<file path="config.mk">
export PLATFORM = sky130hd
export DESIGN_NAME = healthy_channel_top_two_selector_core
export DESIGN_NICKNAME = d
export VERILOG_FILES = /design/src/rtl/hcts_pkg.sv /design/src/rtl/hcts_ram.sv /design/src/rtl/healthy_channel_top_two_selector_core.sv
export SDC_FILE = /design/constraint.sdc
export NUM_CORES = 1
export LEC_CHECK = 0
export ABC_AREA = 1
export BUFFER_PORTS_ARGS = -buffer_cell sky130_fd_sc_hd__buf_2
export CAP_MARGIN = 30
export CORE_ASPECT_RATIO = 0.7
export CORE_UTILIZATION = 33
export DETAILED_ROUTE_END_ITERATION = 10
export GPL_TIMING_DRIVEN = 0
export PLACE_DENSITY = 0.52
export RECOVER_POWER = 25
export SYNTH_ARGS = -nofsm -noshare
export SYNTH_HDL_FRONTEND = slang
export SYNTH_SLANG_ARGS = --single-unit
</file>
<file path="constraint.sdc">
create_clock -name clock -period 3.3 [get_ports clock]
set_clock_uncertainty 0.05 [all_clocks]
set_input_delay 0.99 -clock clock [delete_from_list [all_inputs] [get_ports clock]]
set_output_delay 0.99 -clock clock [all_outputs]
set_load 0.005 [all_outputs]
</file>
<file path="src/rtl/hcts_pkg.sv">
// ----------------------------------------------------------------------------
// hcts_pkg
// Shared constants and word types for the healthy channel top-two selector.
// ----------------------------------------------------------------------------
package hcts_pkg;

   localparam int CHAN_COUNT = 12;
   localparam int IDX_W      = $clog2(CHAN_COUNT);
   localparam int CH_W       = 4;
   localparam int VOLT_W     = 16;

   localparam logic [VOLT_W-1:0] THRESHOLD_RESET = 16'd12000;

   localparam logic REQ_UPDATE = 1'b0;
   localparam logic REQ_TICK   = 1'b1;

   localparam logic STATUS_OK           = 1'b0;
   localparam logic STATUS_INSUFFICIENT = 1'b1;

   typedef struct packed {
      logic              req_type;
      logic [CH_W-1:0]   channel;
      logic [VOLT_W-1:0] voltage;
   } req_word_type;

   typedef struct packed {
      logic              status;
      logic [CH_W-1:0]   best_channel;
      logic [CH_W-1:0]   second_channel;
      logic [VOLT_W-1:0] mean_voltage;
   } rsp_word_type;

endpackage

</file>
<file path="src/rtl/hcts_ram.sv">
// ----------------------------------------------------------------------------
// hcts_ram
// Generic single write port, single read port RAM with registered read data.
// ----------------------------------------------------------------------------
module hcts_ram #(
   parameter int WIDTH = 16,
   parameter int DEPTH = 12
) (
   input  logic                     clock,
   input  logic                     wr_en,
   input  logic [$clog2(DEPTH)-1:0] wr_addr,
   input  logic [WIDTH-1:0]         wr_data,
   input  logic [$clog2(DEPTH)-1:0] rd_addr,
   output logic [WIDTH-1:0]         rd_data
);

   logic [WIDTH-1:0] mem_ff [DEPTH];
   logic [WIDTH-1:0] rd_data_ff;

   always_ff @(posedge clock) begin
      if (wr_en) begin
         mem_ff[wr_addr] <= wr_data;
      end
      rd_data_ff <= mem_ff[rd_addr];
   end

   assign rd_data = rd_data_ff;

endmodule

</file>
<file path="src/rtl/healthy_channel_top_two_selector_core.sv">
// ----------------------------------------------------------------------------
// healthy_channel_top_two_selector_core
// Keeps the latest voltage per channel and, on a tick, scans the reported
// channels to pick the two highest above the threshold.
//
//   channel | ports                          | moves
//   --------+--------------------------------+------------------------------
//   req     | req_valid req_stall req_data   | update or tick word in
//   rsp     | rsp_valid rsp_stall rsp_data   | one result word per tick
//   csr     | csr_wr_en csr_wr_data          | healthy threshold write
//
// A tick issues one voltage RAM read per channel through a single
// compare path, retires the last read in a drain state, then the result
// waits in its register until taken.
// req_stall is high from tick acceptance until the result word is taken.
// Synchronous reset clears the reported flags and restores the threshold.
// ----------------------------------------------------------------------------
module healthy_channel_top_two_selector_core (
   input  logic                  clock,
   input  logic                  reset,
   input  logic                  req_valid,
   output logic                  req_stall,
   input  hcts_pkg::req_word_type req_data,
   output logic                  rsp_valid,
   input  logic                  rsp_stall,
   output hcts_pkg::rsp_word_type rsp_data,
   input  logic                  csr_wr_en,
   input  logic [hcts_pkg::VOLT_W-1:0] csr_wr_data
);

   localparam int IDX_W  = hcts_pkg::IDX_W;
   localparam int VOLT_W = hcts_pkg::VOLT_W;
   localparam logic [IDX_W-1:0] LAST_IDX = IDX_W'(hcts_pkg::CHAN_COUNT - 1);

   localparam logic [1:0] ST_IDLE  = 2'd0;
   localparam logic [1:0] ST_SCAN  = 2'd1;
   localparam logic [1:0] ST_DRAIN = 2'd2;
   localparam logic [1:0] ST_RESP  = 2'd3;

   logic [1:0]        state_ff, state_in;
   logic [IDX_W-1:0]  cnt_ff, cnt_in;
   logic              proc_vld_ff, proc_vld_in;
   logic [IDX_W-1:0]  proc_idx_ff, proc_idx_in;
   logic [VOLT_W-1:0] thr_ff;
   logic [hcts_pkg::CHAN_COUNT-1:0] reported_ff, reported_in;

   logic              have1_ff, have1_in, have2_ff, have2_in;
   logic [IDX_W-1:0]  b1_ff, b1_in, b2_ff, b2_in;
   logic [VOLT_W-1:0] v1_ff, v1_in, v2_ff, v2_in;

   logic              accept;
   logic              upd_ok;
   logic [31:0]       ch_wide;
   logic [IDX_W-1:0]  wr_addr;
   logic [VOLT_W-1:0] rd_data;
   logic              healthy;
   logic [VOLT_W:0]   sum;

   assign req_stall = (state_ff != ST_IDLE);
   assign accept    = req_valid && !req_stall;
   assign ch_wide   = 32'(req_data.channel);
   assign wr_addr   = ch_wide[IDX_W-1:0];
   assign upd_ok    = accept && (req_data.req_type == hcts_pkg::REQ_UPDATE)
                      && (ch_wide < 32'(hcts_pkg::CHAN_COUNT));

   hcts_ram #(
      .WIDTH(VOLT_W),
      .DEPTH(hcts_pkg::CHAN_COUNT)
   ) u_volt_ram (
      .clock  (clock),
      .wr_en  (upd_ok),
      .wr_addr(wr_addr),
      .wr_data(req_data.voltage),
      .rd_addr(cnt_ff),
      .rd_data(rd_data)
   );

   // read data belongs to the index issued in the previous cycle
   assign healthy = proc_vld_ff && reported_ff[proc_idx_ff] && (rd_data > thr_ff);

   always_comb begin
      state_in    = state_ff;
      cnt_in      = cnt_ff;
      proc_vld_in = 1'b0;
      proc_idx_in = cnt_ff;
      reported_in = reported_ff;
      have1_in    = have1_ff;
      have2_in    = have2_ff;
      b1_in       = b1_ff;
      b2_in       = b2_ff;
      v1_in       = v1_ff;
      v2_in       = v2_ff;

      if (upd_ok) begin
         reported_in[wr_addr] = 1'b1;
      end

      if (healthy) begin
         if (!have1_ff || rd_data > v1_ff) begin
            if (have1_ff) begin
               b2_in    = b1_ff;
               v2_in    = v1_ff;
               have2_in = 1'b1;
            end
            b1_in    = proc_idx_ff;
            v1_in    = rd_data;
            have1_in = 1'b1;
         end else if (!have2_ff || rd_data > v2_ff) begin
            b2_in    = proc_idx_ff;
            v2_in    = rd_data;
            have2_in = 1'b1;
         end
      end

      case (state_ff)
         ST_IDLE: begin
            if (accept && req_data.req_type == hcts_pkg::REQ_TICK) begin
               state_in = ST_SCAN;
               cnt_in   = '0;
               have1_in = 1'b0;
               have2_in = 1'b0;
            end
         end
         ST_SCAN: begin
            proc_vld_in = 1'b1;
            if (cnt_ff == LAST_IDX) begin
               state_in = ST_DRAIN;
            end else begin
               cnt_in = cnt_ff + 1'b1;
            end
         end
         ST_DRAIN: begin
            state_in = ST_RESP;
         end
         ST_RESP: begin
            if (!rsp_stall) begin
               state_in = ST_IDLE;
            end
         end
         default: begin
            state_in = ST_IDLE;
         end
      endcase
   end

   always_ff @(posedge clock) begin
      if (reset) begin
         state_ff    <= ST_IDLE;
         proc_vld_ff <= 1'b0;
         reported_ff <= '0;
         thr_ff      <= hcts_pkg::THRESHOLD_RESET;
         have1_ff    <= 1'b0;
         have2_ff    <= 1'b0;
      end else begin
         state_ff    <= state_in;
         proc_vld_ff <= proc_vld_in;
         reported_ff <= reported_in;
         have1_ff    <= have1_in;
         have2_ff    <= have2_in;
         if (csr_wr_en) begin
            thr_ff <= csr_wr_data;
         end
      end
   end

   always_ff @(posedge clock) begin
      cnt_ff      <= cnt_in;
      proc_idx_ff <= proc_idx_in;
      b1_ff       <= b1_in;
      b2_ff       <= b2_in;
      v1_ff       <= v1_in;
      v2_ff       <= v2_in;
   end

   assign sum       = {1'b0, v1_ff} + {1'b0, v2_ff};
   assign rsp_valid = (state_ff == ST_RESP);

   always_comb begin
      if (have2_ff) begin
         rsp_data.status         = hcts_pkg::STATUS_OK;
         rsp_data.best_channel   = hcts_pkg::CH_W'(b1_ff);
         rsp_data.second_channel = hcts_pkg::CH_W'(b2_ff);
         rsp_data.mean_voltage   = sum[VOLT_W:1];
      end else begin
         rsp_data.status         = hcts_pkg::STATUS_INSUFFICIENT;
         rsp_data.best_channel   = '0;
         rsp_data.second_channel = '0;
         rsp_data.mean_voltage   = '0;
      end
   end

endmodule
</file>
Yosys cells after proc, flatten, opt, wreduce, memory -nomap -nowiden
Memory sizes are Yosys's and may differ from the RTL's. A register that Yosys moved wholly into a read port is not among the register bits.
Cells that the tools add are included.
{"block": "classes", "n_reduce_logical": 20, "n_lt_le_gt_ge": 7, "n_mux": 31, "eq_ne": 9, "bitwise": 2, "addsub": 2}
{"operator": "$gt 16x16->1", "count": 3}
{"operator": "$mux 16", "count": 3}
{"operator": "$mux 25", "count": 1}
{"operator": "$mux 4", "count": 5}
{"operator": "$add 16x16->17", "count": 1}
{"operator": "$mux 1", "count": 15}
{"operator": "$or 12x12->12", "count": 1}
{"operator": "$lt 4x5->1 const B", "count": 2}
{"operator": "$ne 2x2->1 const B", "count": 5}
{"operator": "$reduce_and 3->1", "count": 3}
{"operator": "$pmux 2 s4", "count": 1}
{"operator": "$pmux 4 s2", "count": 1}
{"operator": "$logic_and 1x1->1", "count": 7}
{"operator": "$mux 2", "count": 3}
{"operator": "$reduce_bool 2->1", "count": 3}
{"operator": "$add 4x1->4 const B", "count": 1}
{"operator": "$bmux 1 s4", "count": 1}
{"operator": "$demux 1 s4", "count": 1}
{"operator": "$eq 2x2->1 const B", "count": 2}
{"operator": "$eq 4x4->1 const B", "count": 1}
{"operator": "$ge 4x1->1 const B", "count": 1}
{"operator": "$lt 4x4->1 const B", "count": 1}
{"operator": "$logic_not 1->1", "count": 3}
{"operator": "$eq 2x1->1 const B", "count": 1}
{"operator": "4 further kinds", "count": 5}
{"block": "totals", "mem_bits_rw": 192, "in_bits": 42, "n_memories": 1, "output_inout_bits": 27, "elab_cells": 84, "ff_bits": 81}
{"memory": "u_volt_ram.mem_ff", "depth": 12, "word_bits": 16, "rd": 1, "rd_ports_with_merged_regs": 1, "wr": 1, "line": "hcts_ram.sv:17", "source": "logic [WIDTH-1:0] mem_ff [DEPTH];"}

Longest topological paths before layout
{"block": "depth", "ltp_word": 7, "ltp_mapped": 16}

By module
Synthesis repeated with hierarchy kept, for this count alone.
{"block": "hier_totals", "cells_unflattened": 1423, "area_unflattened_um2": 13671.9}
{"mod": "hcts_ram", "area_each_um2": 8371.8, "cells_each": 752, "instances": 1, "seq_area_each_um2": 6085.8}
{"mod": "healthy_channel_top_two_selector_core", "area_each_um2": 5300.1, "cells_each": 671, "instances": 1, "seq_area_each_um2": 2062.0}

Least setup slack after synthesis
Ideal clock, no wire load.
{"block": "synth_path", "kind": "flip-flop to flip-flop", "start": "reg v1_ff[15]", "end": "reg b2_ff[0], enable pin", "setup_slack_ns": 0.572, "arrival_time_ns": 2.281, "path_stages_with_launch": 11, "synth_period_minus_slack_ns": 2.728, "required_time_ns": 2.853, "setup_time_ns": 0.397, "path_buffers": 0, "path_cell_list": "edfxtp_1 -> inv_1 -> ha_1 -> nand2_2 -> nor4_4 -> nand2_1 -> nand2_2 -> nand2_4 -> nand2_1 -> nor2_1 -> nor2_1"}
{"block": "synth_between", "elab_chain_len": 4, "elab_cells_between_ends": 5}
{"item": "start: declaration", "line": "healthy_channel_top_two_selector_core.sv:49", "source": "logic [VOLT_W-1:0] v1_ff, v1_in, v2_ff, v2_in;"}
{"item": "start signal: assignment", "line": "healthy_channel_top_two_selector_core.sv:171", "source": "v1_ff <= v1_in;"}
{"item": "$gt 16x16->1 *", "line": "healthy_channel_top_two_selector_core.sv:99", "source": "if (!have1_ff || rd_data > v1_ff) begin"}
{"item": "$logic_or 1x1->1 *", "line": "healthy_channel_top_two_selector_core.sv:99"}
{"item": "$ne 2x2->1 (no line) or $reduce_bool 2->1 (tied branches)"}
{"item": "$reduce_and 3->1 (no line) *"}
{"item": "end signal: assignment", "line": "healthy_channel_top_two_selector_core.sv:170", "source": "b2_ff <= b2_in;"}
{"item": "end: declaration", "line": "healthy_channel_top_two_selector_core.sv:48", "source": "logic [IDX_W-1:0] b1_ff, b1_in, b2_ff, b2_in;"}
Mark *: on every way between the ends. The rest lies on a longest branch, timed or not.
A chain may end at the register's enable or synchronous reset.

==> results.json <==
{
  "p_leak_nw": 5.94,
  "rows": 60,
  "placedCellCount": 1790,
  "synth_cells": 1182,
  "cts_tree": "built",
  "cts_buffers": 29,
  "ir_drop_mv": 0.497,
  "die_h_um": 167,
  "clockPowerShare_pct": 28.2,
  "cts_root_buffer": "clkbuf_16",
  "finalCriticalPeriod_ns": 3.37,
  "rsz0062_at_grt": "yes",
  "synthTopCellsByArea": "edfxtp_1 55%, dfxtp_1 8.2%, ha_1 6.7%",
  "start_util_pct": 33.5,
  "routed_via_density": 5.00,
  "io_buffers": 68,
  "fin_util_pct": 40.0,
  "ys_seq_area_share_pct": 63.3,
  "status": "finished with violations",
  "final_common_cell": "edfxtp_1",
  "finalSetupViolCount": 8,
  "final_cells": 1856,
  "grtUsageTotal_pct": 17.7,
  "synth_edf_count": 236,
  "first_global_vias": 8782,
  "synth.avg_cell_area_sq_um": 10.9,
  "io_pins": 69,
  "clk_pin_slew_worst_paths_ns": 0.06,
  "postLayoutCellArea_sq_um": 15400,
  "fp.dieW_um": 238,
  "core_sq_um": 38400,
  "drive_above_1_share_pct": 17.0,
  "slowest_stage": "edfxtp_1",
  "hpwl_um": 25800,
  "dieArea_sq_um": 39800,
  "hold_ws_ns": 0.319,
  "syn-cell-area_sq_um": 12900,
  "htree_num_levels": 1,
  "arrival_ns": 2.33,
  "pre_cts_ws_ns": 0.100,
  "swShare_pct": 36.4,
  "seqPwrFrac_pct": 40.6,
  "power.switching_mw": 4.14,
  "ctsHoldBuffers": 0,
  "hold_viol_final": 0,
  "grt_pass1_wl_um": 53200,
  "tns_ns": -0.360,
  "cpMostUsedCell": "nand3_2",
  "fin_crit_sh_pct": 102,
  "diodes": 0,
  "slew-limit-headroom_pct": 46.1,
  "synth_cell_types": 43,
  "layout.cells.most_common_list": "236 x edfxtp_1, 181 x nand2_1, 123 x a21oi_1, 117 x nor2_1, 99 x inv_1",
  "async_reset_ff_share_pct": 0,
  "startpoint_type": "register",
  "grt_overflow": 0,
  "antenna_left": 0,
  "max-cap-violations": 0,
  "clkLatencyLatePin_ns": 0.55,
  "syn_to_final_growth_pct": 19.6,
  "critPathBufInv": 1,
  "crit_path_max_incr_delay_ns": 0.49,
  "worstMarginPinSlew_ns": 0.808,
  "gp_congestion": 0.832,
  "slew_violations": 0,
  "final_nets": 1420,
  "place_area_sq_um": 14100,
  "grt_start_max_net_pins": 21,
  "violations": "setup timing",
  "synth-seq-cells": 289,
  "num-fill-cells": 3782,
  "cts_max_path_buffers": 3,
  "worstPathRequired_ns": 2.26,
  "path_cells": "ha_4 > nand2_4 > o21ai_4 > nand3_2 > nand2_2 > nand3_2 > a21oi_1 > nor2_2 > buf_2",
  "cts.sinks": 289,
  "syn_nets": 1294,
  "drt-total-wl_um": 35800,
  "p_per_area_nw_per_um2": 739,
  "hp-class": "register to register",
  "vias": 9273,
  "setup_ws_ns": -0.0672,
  "cp-end-kind": "output port",
  "max_freq_ghz": 0.297,
  "power.internal_mw": 7.23,
  "wire_per_inst_um": 19.3,
  "crit_type": "register to output port",
  "synthFlopType": "edfxtp_1",
  "p_total_mw": 11.4,
  "first_iter_violations": 723,
  "p_comb_share_pct": 31.2,
  "synth_top_area_share_pct": 55.1,
  "cp_max_fo": 4,
  "cpLargestDelayFamily": "flip-flops",
  "antenna_found_initial": 0,
  "yosys.area.top_type": "edfxtp_1",
  "drt_pass1_iterations": 5,
  "drc": 0,
  "yosys_warnings": 0
}
[layer usage]
| metal | share of wire, % | routed length (um) | up-vias | track usage (%) |
|---|---|---|---|---|
| met5 | 0 | 0 | - | 0 |
| met4 | 1.5 | 549 | 0 | 3.21 |
| met3 | 5.7 | 2030 | 42 | 2.23 |
| met2 | 41 | 14800 | 281 | 25.6 |
| met1 | 51 | 18400 | 4514 | 28.3 |
| li1 | - | - | 4436 | - |
[cell type report]
cell class | count | area [sq um] | share of cell area (%)
Buffer | 44 | 216 | 1.41
Multi-Input combinational cell | 744 | 4360 | 28.3
Clock inverter | 15 | 131 | 0.854
Clock buffer | 37 | 787 | 5.11
Sequential cell | 289 | 8150 | 52.9
Inverter | 105 | 394 | 2.56
Timing Repair Buffer | 95 | 697 | 4.53
Tap cell | 527 | 659 | 4.28
[state kept, by name, summed over array words and instances (netlist names)]
name / cells
proc_vld_ff: 1
u_volt_ram.mem_ff: 192
v1_ff: 16
proc_idx_ff: 4
have2_ff: 1
reported_ff: 12
thr_ff: 16
state_ff: 2
cnt_ff: 4
v2_ff: 16
b1_ff: 4
u_volt_ram.rd_data: 16
have1_ff: 1
b2_ff: 4
[power by group through the flow]
stage	registers [mW]	clock network [mW]	logic [mW]
after floorplan	4.48	0	2.27
after global routing	4.64	3.38	3.93
after CTS	4.61	3.26	3.51
after global placement	4.69	0	3.41
after detailed placement	4.69	0	3.47
final	4.62	3.21	3.55
[logic make-up (layout without fill, tap and decap cells)]
group / count (synthesis) / in the layout / share of synthesized area, %
xor+xnor: 3 / 3 / 0.204
flops: 289 / 289 / 63.3
fa+ha+maj: 70 / 70 / 6.87
buf+inv: 149 / 296 / 4.75
simple gates: 373 / 373 / 11.9
compound gates: 298 / 298 / 13.0
[Yosys cell counts (2+ instances only)]
| cell | number |
|---|---|
| o22ai_1 | 36 |
| edfxtp_1 | 236 |
| a21o_1 | 2 |
| o221ai_1 | 12 |
| o21ai_2 | 3 |
| xnor2_1 | 2 |
| o21a_1 | 3 |
| a21oi_1 | 130 |
| inv_2 | 2 |
| clkbuf_1 | 21 |
| dfxtp_1 | 53 |
| nand3_1 | 36 |
| inv_1 | 101 |
| o21ai_1 | 4 |
| buf_1 | 3 |
| nand4_1 | 2 |
| a31o_2 | 12 |
| clkinv_1 | 2 |
| nand2_1 | 189 |
| nor3_1 | 2 |
| o21bai_1 | 5 |
| nor2_1 | 132 |
| nand2_2 | 4 |
| ha_1 | 69 |
| nand3_2 | 2 |
| buf_2 | 13 |
| o21ai_0 | 86 |
| a211oi_1 | 2 |
| buf_4 | 4 |
[worst paths after layout]
| path | from | to | cells after the start | slack [ns] |
|---|---|---|---|---|
| setup / recovery | v1_ff[1]$_DFFE_PP_ | rsp_data[14] | 9 | -0.07 |
| hold / removal | cnt_ff[2]$_SDFFCE_PN0P_ | proc_idx_ff[2]$_DFF_P_ | 0 | 0.32 |
| setup reg to reg | v1_ff[15]$_DFFE_PP_ | v2_ff[9]$_DFFE_PP_ | 11 | 0.44 |
| hold reg to reg | cnt_ff[2]$_SDFFCE_PN0P_ | proc_idx_ff[2]$_DFF_P_ | 0 | 0.32 |
[worst register-to-register path, cell delays in order (launching register included)]
cell,delay (ns)
edfxtp_1,0.40
inv_1,0.08
ha_1,0.31
nand2_2,0.09
nor4_4,0.34
nand2_1,0.10
nand2_2,0.09
nand2_4,0.12
nand2_1,0.09
nor2_1,0.04
nor2_2,0.60
buf_8,0.24
[repair_timing]
item                       4_1_cts  5_1_grt
pin swaps                       10       13
resized for setup               28       21
setup endpoints to repair       13       12
buffers inserted                 7        6
Power figures use the tool's default switching activity.
